--- src/design/wpd_pkg.sv ---
// shared widths and payload types for the window partition datapath
`timescale 1ns / 1ps

package wpd_pkg;

  localparam int unsigned OFFSET_BITS   = 6;
  localparam int unsigned IO_SCORE_BITS = 32;

  typedef logic [OFFSET_BITS-1:0]          offset_t;
  typedef logic signed [IO_SCORE_BITS-1:0] io_score_t;

endpackage

--- src/design/wpd_if.sv ---
// candidate and result channel interfaces
`timescale 1ns / 1ps

interface wpd_in_if;
  import wpd_pkg::*;

  logic      valid;
  logic      ready;
  logic      new_sequence;
  offset_t   end_offset;
  io_score_t window_score;
  logic      reaches_end;
  logic      last_candidate;

  modport source (
    output valid, new_sequence, end_offset, window_score, reaches_end, last_candidate,
    input  ready
  );
  modport sink (
    input  valid, new_sequence, end_offset, window_score, reaches_end, last_candidate,
    output ready
  );
endinterface

interface wpd_out_if;
  import wpd_pkg::*;

  logic      valid;
  logic      ready;
  io_score_t best_score;
  offset_t   best_offset;
  logic      missing_score;

  modport source (
    output valid, best_score, best_offset, missing_score,
    input  ready
  );
  modport sink (
    input  valid, best_score, best_offset, missing_score,
    output ready
  );
endinterface

--- src/design/wpd_ram.sv ---
// generic single-port-write, single-port-read ram with registered read
`timescale 1ns / 1ps

module wpd_ram #(
  parameter int unsigned WIDTH = 32,
  parameter int unsigned DEPTH = 64,
  localparam int unsigned AW = (DEPTH > 1) ? $clog2(DEPTH) : 1
) (
  input  logic             clk_i,
  input  logic             we_i,
  input  logic [AW-1:0]    waddr_i,
  input  logic [WIDTH-1:0] wdata_i,
  input  logic             re_i,
  input  logic [AW-1:0]    raddr_i,
  output logic [WIDTH-1:0] rdata_o
);

  logic [WIDTH-1:0] mem_q [DEPTH];
  logic [WIDTH-1:0] rdata_q;

  always_ff @(posedge clk_i) begin
    if (we_i) begin
      mem_q[waddr_i] <= wdata_i;
    end
    if (re_i) begin
      rdata_q <= mem_q[raddr_i];
    end
  end

  assign rdata_o = rdata_q;

endmodule

--- src/design/window_partition_dp.sv ---
// window partition dynamic programming datapath, top level
//
// in_i carries one candidate window per transfer: end offset, window score,
// a flag for windows that reach the sequence end, a first-of-sequence flag
// and a last-candidate flag. A last candidate produces one result on out_o:
// best score, end offset of the best window and a flag for candidates whose
// downstream optimum was never computed.
// One candidate is taken per cycle while in_i.ready is high. Stage 0 reads
// the optimum store (one read port, registered read), stage 1 adds, compares
// and, on the last candidate, writes the best score back and loads the output
// register, from which the result is presented on out_o. Back to back reads
// of an entry that stage 1 is writing are served by a forwarding register.
// While a result waits in the output register and out_o.ready is low, a
// further last candidate holds in stage 1 and in_i.ready drops; other
// candidates keep flowing. Reset empties the pipeline and the fill count;
// store contents need no clearing since unfilled entries are never used.
`timescale 1ns / 1ps

module window_partition_dp #(
  parameter int unsigned WINDOW_SPAN = 64,
  parameter int unsigned SCORE_BITS  = 32
) (
  input  logic          clk_i,
  input  logic          rst_ni,
  wpd_in_if.sink        in_i,
  wpd_out_if.source     out_o
);
  import wpd_pkg::*;

  localparam int unsigned AW   = (WINDOW_SPAN > 1) ? $clog2(WINDOW_SPAN) : 1;
  localparam int unsigned FW   = $clog2(WINDOW_SPAN + 1);
  localparam int unsigned CW   = (FW > OFFSET_BITS) ? FW : OFFSET_BITS;
  localparam int unsigned SUMW = ((AW > OFFSET_BITS) ? AW : OFFSET_BITS) + 1;
  localparam int unsigned SW   = SCORE_BITS;

  localparam logic signed [63:0] SMAX64 = (64'sd1 <<< (SW - 1)) - 64'sd1;
  localparam logic signed [63:0] SMIN64 = -SMAX64 - 64'sd1;
  localparam logic signed [SW-1:0] SMAX = SMAX64[SW-1:0];
  localparam logic signed [SW-1:0] SMIN = SMIN64[SW-1:0];

  // control state
  logic [AW-1:0] head_q, head_d, head_dec;
  logic [FW-1:0] filled_q, filled_d, filled_eff;

  // stage 1
  logic              s1_valid_q, s1_valid_d;
  logic              s1_new_q, s1_last_q, s1_end_q, s1_rdok_q, s1_fwd_q;
  offset_t           s1_offset_q;
  logic signed [SW-1:0] s1_ws_q;
  logic [AW-1:0]     s1_waddr_q;
  logic signed [SW-1:0] fwd_data_q;

  // running accumulators
  logic signed [SW-1:0] run_best_q, run_best_d;
  offset_t              run_offset_q, run_offset_d;
  logic                 run_err_q, run_err_d;

  // output register
  logic                 out_valid_q, out_valid_d;
  logic signed [SW-1:0] out_score_q;
  offset_t              out_offset_q;
  logic                 out_err_q;

  logic                 accept, stall, s1_fire, s1_write;
  logic                 rd_ok, fwd_hit;
  logic [SUMW-1:0]      idx_sum, idx_wrap;
  logic [AW-1:0]        rd_idx;
  logic signed [63:0]   ws64;
  logic signed [SW-1:0] ws_clamped;
  logic [SW-1:0]        ram_rdata;
  logic signed [SW-1:0] opt_val, cand;
  logic signed [SW:0]   sat_sum;
  logic signed [SW-1:0] base_best;
  offset_t              base_offset;
  logic                 base_err;
  logic signed [63:0]   best_ext;

  assign stall   = s1_valid_q && s1_last_q && out_valid_q && !out_o.ready;
  assign accept  = in_i.valid && in_i.ready;
  assign s1_fire = s1_valid_q && !stall;
  assign s1_write = s1_fire && s1_last_q;
  assign in_i.ready = !stall;

  // stage 0: address and fill check
  always_comb begin
    filled_eff = in_i.new_sequence ? '0 : filled_q;
    rd_ok      = !in_i.reaches_end &&
                 (CW'(in_i.end_offset) < CW'(filled_eff));
    idx_sum    = SUMW'(head_q) + SUMW'(in_i.end_offset);
    idx_wrap   = (idx_sum >= SUMW'(WINDOW_SPAN)) ? idx_sum - SUMW'(WINDOW_SPAN) : idx_sum;
    rd_idx     = idx_wrap[AW-1:0];
    head_dec   = (head_q == '0) ? AW'(WINDOW_SPAN - 1) : head_q - AW'(1);
    fwd_hit    = s1_write && rd_ok && (rd_idx == s1_waddr_q);

    ws64 = 64'(in_i.window_score);
    if (ws64 > SMAX64) begin
      ws_clamped = SMAX;
    end else if (ws64 < SMIN64) begin
      ws_clamped = SMIN;
    end else begin
      ws_clamped = ws64[SW-1:0];
    end

    head_d   = head_q;
    filled_d = filled_q;
    if (accept) begin
      filled_d = filled_eff;
      if (in_i.last_candidate) begin
        head_d   = head_dec;
        filled_d = (filled_eff == FW'(WINDOW_SPAN)) ? filled_eff : filled_eff + FW'(1);
      end
    end
  end

  wpd_ram #(
    .WIDTH (SW),
    .DEPTH (WINDOW_SPAN)
  ) u_opt_ram (
    .clk_i   (clk_i),
    .we_i    (s1_write),
    .waddr_i (s1_waddr_q),
    .wdata_i (run_best_d),
    .re_i    (accept),
    .raddr_i (rd_idx),
    .rdata_o (ram_rdata)
  );

  // stage 1: saturating add, first strict maximum
  always_comb begin
    opt_val = s1_fwd_q ? fwd_data_q : $signed(ram_rdata);
    sat_sum = {opt_val[SW-1], opt_val} + {s1_ws_q[SW-1], s1_ws_q};

    base_best   = s1_new_q ? SMIN : run_best_q;
    base_offset = s1_new_q ? '0 : run_offset_q;
    base_err    = s1_new_q ? 1'b0 : run_err_q;

    run_err_d = base_err;
    if (s1_end_q) begin
      cand = s1_ws_q;
    end else if (s1_rdok_q) begin
      if (sat_sum[SW] != sat_sum[SW-1]) begin
        cand = sat_sum[SW] ? SMIN : SMAX;
      end else begin
        cand = sat_sum[SW-1:0];
      end
    end else begin
      cand      = '0;
      run_err_d = 1'b1;
    end

    if (cand > base_best) begin
      run_best_d   = cand;
      run_offset_d = s1_offset_q;
    end else begin
      run_best_d   = base_best;
      run_offset_d = base_offset;
    end

    s1_valid_d = accept || stall;

    out_valid_d = out_valid_q && !out_o.ready;
    if (s1_write) begin
      out_valid_d = 1'b1;
    end
  end

  always_ff @(posedge clk_i or negedge rst_ni) begin
    if (!rst_ni) begin
      head_q       <= '0;
      filled_q     <= '0;
      s1_valid_q   <= 1'b0;
      out_valid_q  <= 1'b0;
      run_best_q   <= SMIN;
      run_offset_q <= '0;
      run_err_q    <= 1'b0;
    end else begin
      head_q      <= head_d;
      filled_q    <= filled_d;
      s1_valid_q  <= s1_valid_d;
      out_valid_q <= out_valid_d;
      if (s1_fire) begin
        if (s1_last_q) begin
          run_best_q   <= SMIN;
          run_offset_q <= '0;
          run_err_q    <= 1'b0;
        end else begin
          run_best_q   <= run_best_d;
          run_offset_q <= run_offset_d;
          run_err_q    <= run_err_d;
        end
      end
    end
  end

  // payload registers
  always_ff @(posedge clk_i) begin
    if (accept) begin
      s1_new_q    <= in_i.new_sequence;
      s1_last_q   <= in_i.last_candidate;
      s1_end_q    <= in_i.reaches_end;
      s1_rdok_q   <= rd_ok;
      s1_fwd_q    <= fwd_hit;
      s1_offset_q <= in_i.end_offset;
      s1_ws_q     <= ws_clamped;
      s1_waddr_q  <= head_dec;
      fwd_data_q  <= run_best_d;
    end
    if (s1_write) begin
      out_score_q  <= run_best_d;
      out_offset_q <= run_offset_d;
      out_err_q    <= run_err_d;
    end
  end

  assign best_ext            = 64'(out_score_q);
  assign out_o.valid         = out_valid_q;
  assign out_o.best_score    = best_ext[IO_SCORE_BITS-1:0];
  assign out_o.best_offset   = out_offset_q;
  assign out_o.missing_score = out_err_q;

endmodule

--- src/flat_wrapper.sv ---
// flat-port wrapper written by rule: the top's interface ports become plain ports
module window_partition_dp_flat import wpd_pkg::*;
#(
  parameter int unsigned WINDOW_SPAN = 64,
  parameter int unsigned SCORE_BITS  = 32
)
  (clk_i, rst_ni, in_i_valid, in_i_new_sequence, in_i_end_offset, in_i_window_score, in_i_reaches_end, in_i_last_candidate, in_i_ready, out_o_valid, out_o_best_score, out_o_best_offset, out_o_missing_score, out_o_ready);
  wpd_in_if in_i_i ();
  wpd_out_if out_o_i ();
  input  logic clk_i;
  input  logic rst_ni;
  input wire logic [$bits(in_i_i.valid)-1:0] in_i_valid;
  input wire logic [$bits(in_i_i.new_sequence)-1:0] in_i_new_sequence;
  input wire logic [$bits(in_i_i.end_offset)-1:0] in_i_end_offset;
  input wire logic [$bits(in_i_i.window_score)-1:0] in_i_window_score;
  input wire logic [$bits(in_i_i.reaches_end)-1:0] in_i_reaches_end;
  input wire logic [$bits(in_i_i.last_candidate)-1:0] in_i_last_candidate;
  output wire logic [$bits(in_i_i.ready)-1:0] in_i_ready;
  output wire logic [$bits(out_o_i.valid)-1:0] out_o_valid;
  output wire logic [$bits(out_o_i.best_score)-1:0] out_o_best_score;
  output wire logic [$bits(out_o_i.best_offset)-1:0] out_o_best_offset;
  output wire logic [$bits(out_o_i.missing_score)-1:0] out_o_missing_score;
  input wire logic [$bits(out_o_i.ready)-1:0] out_o_ready;
  assign in_i_i.valid = in_i_valid;
  assign in_i_i.new_sequence = in_i_new_sequence;
  assign in_i_i.end_offset = in_i_end_offset;
  assign in_i_i.window_score = in_i_window_score;
  assign in_i_i.reaches_end = in_i_reaches_end;
  assign in_i_i.last_candidate = in_i_last_candidate;
  assign in_i_ready = in_i_i.ready;
  assign out_o_valid = out_o_i.valid;
  assign out_o_best_score = out_o_i.best_score;
  assign out_o_best_offset = out_o_i.best_offset;
  assign out_o_missing_score = out_o_i.missing_score;
  assign out_o_i.ready = out_o_ready;
  window_partition_dp #(.WINDOW_SPAN(WINDOW_SPAN), .SCORE_BITS(SCORE_BITS)) u_core (.clk_i(clk_i), .rst_ni(rst_ni), .in_i(in_i_i), .out_o(out_o_i));
endmodule
--- config.mk ---
export PLATFORM = sky130hd
export DESIGN_NAME = window_partition_dp_flat
export DESIGN_NICKNAME = d
export VERILOG_FILES = /design/src/design/wpd_pkg.sv /design/src/design/wpd_if.sv /design/src/design/wpd_ram.sv /design/src/design/window_partition_dp.sv /design/src/flat_wrapper.sv
export SDC_FILE = /design/constraint.sdc
export NUM_CORES = 2
export LEC_CHECK = 0
export ABC_CLOCK_PERIOD_IN_PS = 26800
export BUFFER_PORTS_ARGS = -buffer_cell sky130_fd_sc_hd__buf_2
export CORE_ASPECT_RATIO = 1.1
export CORE_MARGIN = 1
export CORE_UTILIZATION = 45
export DETAILED_ROUTE_END_ITERATION = 6
export PLACE_DENSITY = 0.71
export SYNTH_ARGS = -nofsm -noshare
export SYNTH_HDL_FRONTEND = slang
export SYNTH_SLANG_ARGS = --single-unit
--- constraint.sdc ---
create_clock -name clk_i -period 26.8 [get_ports clk_i]
set_input_delay 1.34 -clock clk_i [delete_from_list [all_inputs] [get_ports clk_i]]
set_output_delay 1.34 -clock clk_i [all_outputs]
set_load 0.03 [all_outputs]
==> results by group <==
STA
  – Worst Clk Skew: 0.0447 ns
  – Final Hold Viols: 0
  – RSZ-0062 raised after global routing: false
  – Slew HR: 0.136
  – Setup TNS: 0 ns
  – Final setup viols: 0
  – Final Cycle Share: 0.344
  – Final Max Tran Viols: 0
  – Measured slew at the worst slew-check pin: approximately 1.3 ns
  – Minimum clock period: slightly above 9 ns
  – Hold slack: roughly 0.48 ns
  – Fmax achieved: 109 MHz
  – Setup WS post-layout: between 15 and 20 ns

Setup path
  – CP arrival: 9.68 ns
  – Worst EP required: 27.27 ns
  – CP Max Fanout: 67
  – Setup CP Type: flip-flop to flip-flop
  – CP Launch Type: flip-flop
  – Crit. End Element: flip-flop

Clock network
  – Post-CTS setup buffer count: 0
  – CTS tree: built
  – Clock Tree Root: clkbuf_16
  – # H-tree levels: 4
  – Post_cts resized: 0
  – Max clock buf depth: 3
  – Clk Latency, worst-skew pair: 0.86 ns
  – CTS Sinks: 2254
  – CTS clk-pin slew, worst paths: ~0.070 ns
  – Total CTS buffers: 204
  – # hold bufs at CTS: 0

Synthesis
  – Seq/Total Area, Yosys: 0.752
  – Asr flop ratio synth: 0.0240
  – Yosys cell types: ~80
  – Cell count after synthesis: between 4000 and 5000
  – Synthesized cell area: 89600 um^2
  – Yosys warns: 0
  – EDFF count, synth: 2200
  – Synth top area share: 0.737
  – Post-synthesis register bit count: 2254
  – Syn avg cell area: 21.6 um^2
  – Area contributors post-synth: edfxtp_1 74%, mux4_2 16%, dfrtp_1 1.5%
  – Main synth FF type: edfxtp_1
  – Cell taking the most area after synthesis: edfxtp_1
  – Synth Net Count: 4266

Cells and area
  – Area Overhead vs Synth: 12.7%
  – Design Area, Final: 101000 um^2
  – Share of layout cells above drive strength 1: 0.295
  – Nets: 4447
  – Commonest cells after routing, fill and taps aside: 2200 x edfxtp_1, 640 x mux4_2, 204 x clkbuf_16
  – Commonest non-fill, non-tap cell in the layout: edfxtp_1
  – Fin cells: 7091
  – Final Core Density: 0.511

Drt
  – Via Count: 43500
  – Vias/cell: about 6
  – Initial drt markers: ~4700
  – Drc violations: 0
  – Total Routed Length: ~220 mm
  – DRT Pass-1 Iters: 5
  – Routed WL per cell: 30.4 um
  – Final ANT Viol Nets: 0

Power and ir drop
  – Leakage: 32.1 nW
  – Final Power: 13.0 mW
  – Pwr per Cell Area: 129 nW/um^2
  – Peak supply drop: 0.133 mV

Min path
  – Hold Crit Class: flip-flop to flip-flop

Floorplan
  – Initial Util: 0.453
  – Die X: 427 um
  – Full die area: 201000 um^2
  – CORE AREA: 198000 um^2
  – # rows: 171
  – Die H: roughly 470 um
  – I/O pin cnt: 86

Place
  – Post-Place Setup Slack: 17.69 ns
  – Placement Cell Area: roughly 94000 um^2
  – Placed cells: between 6000 and 7000
  – # port buffers: 85
  – Hpwl dp: 119 mm
  – Routability congestion estimate: between 0.8 and 0.9

GRT
  – First-pass GRT wire length: 311 mm
  – Largest net degree at the start of global routing: 87
  – Vias in the first global route: 44100
  – GRT Residual Overflow: 0
  – Overall routing resource usage: 0.215
  – Initial antenna violation count: 7

Status
  – Status: complete, no violations

Job
  – Max-Cap Viols: 0
[power by group]
group	leakage (nW)	switching (mW)	internal, mW	total (mW)
registers	20.9	0.0842	5.12	5.21
logic	7.92	3.13	1.69	4.82
clock network	3.33	1.29	1.68	2.97
[critical path, cell delays in order, from the launching register on]
cell and delay, ns:
edfxtp_1 0.32, buf_4 0.41, mux2_2 0.40, ha_1 0.41
a21oi_1 0.35, o21ai_0 0.21, a22o_1 0.27, nor4_1 0.36
o31ai_1 0.15, nand2_1 0.09, a21oi_1 0.09, xor2_1 0.16
ha_1 0.80, a21oi_1 0.31, nand4_1 0.17, o41ai_1 0.12
or2_1 0.42, a221oi_1 0.64, inv_1 0.11, ha_1 0.32
nand4_1 0.10, a21oi_1 0.05, nor3_1 0.18, o211a_1 0.25
o21ai_0 0.16, a31oi_4 0.19, buf_4 0.55, mux2_2 1.11
[cells by family after synthesis]
group | synth area share
fa+ha+maj | 0.0116
buf+inv | 0.0131
compound gates | 0.0272
flops | 0.752
simple gates | 0.0223
xor+xnor | 0.00323
mux | 0.170
[state kept, by name, summed over array words and instances, names as in the netlist, 6 cells and up]
register,flops
u_core.u_opt_ram.mem_q,2048
u_core.fwd_data_q,32
u_core.out_o.best_score,32
u_core.run_best_q,32
u_core.s1_ws_q,32
u_core.u_opt_ram.rdata_o,32
u_core.filled_q,7
u_core.head_q,6
u_core.out_o.best_offset,6
u_core.run_offset_q,6
u_core.s1_offset_q,6
u_core.s1_waddr_q,6
[final cells by class]
class	count	area, um^2
fill	15200	96700
multi-input combinational	1607	21800
tap	2595	3250
timing repair buffer	221	1500
clock buffer	239	5260
inverter	32	123
sequential	2254	67400
clock inverter	141	1590
antenna	2	5.00
[synthesized netlist by cell type (all sizes together) (40+ instances only)]
master  instances
clkbuf        147
a211oi         45
mux2           40
ha             80
edfxtp       2200
nor2          124
dfrtp          53
a21oi         103
buf            99
mux4          640
nor2b          45
o21ai          58
nand2         121
[per-layer routing]
metal,up-vias,routed length [um],GRT usage
met5,-,0,0
met4,0,5910,0.0627
met3,334,16100,0.0323
met2,2089,111000,0.368
met1,23300,82400,0.285
li1,17800,-,-
[final timing paths]
| check | cells after the start | end | slack (ns) | start |
|---|---|---|---|---|
| worst min register to register | 2 | u_core.filled_q[1] | 0.48 | u_core.filled_q[1] |
| worst max-delay path | 27 | u_core.u_opt_ram.mem_q[0][6] | 17.59 | u_core.s1_fwd_q |
| min in group asynchronous | 2 | u_core.run_offset_q[2] | 0.65 | rst_ni |
| max in group asynchronous | 2 | u_core.run_best_q[30] | 25.63 | rst_ni |
| worst max register to register | 27 | u_core.u_opt_ram.mem_q[0][6] | 17.59 | u_core.s1_fwd_q |
| worst min-delay path | 2 | u_core.filled_q[1] | 0.48 | u_core.filled_q[1] |
No activity file was read; power rests on OpenSTA's default activity.
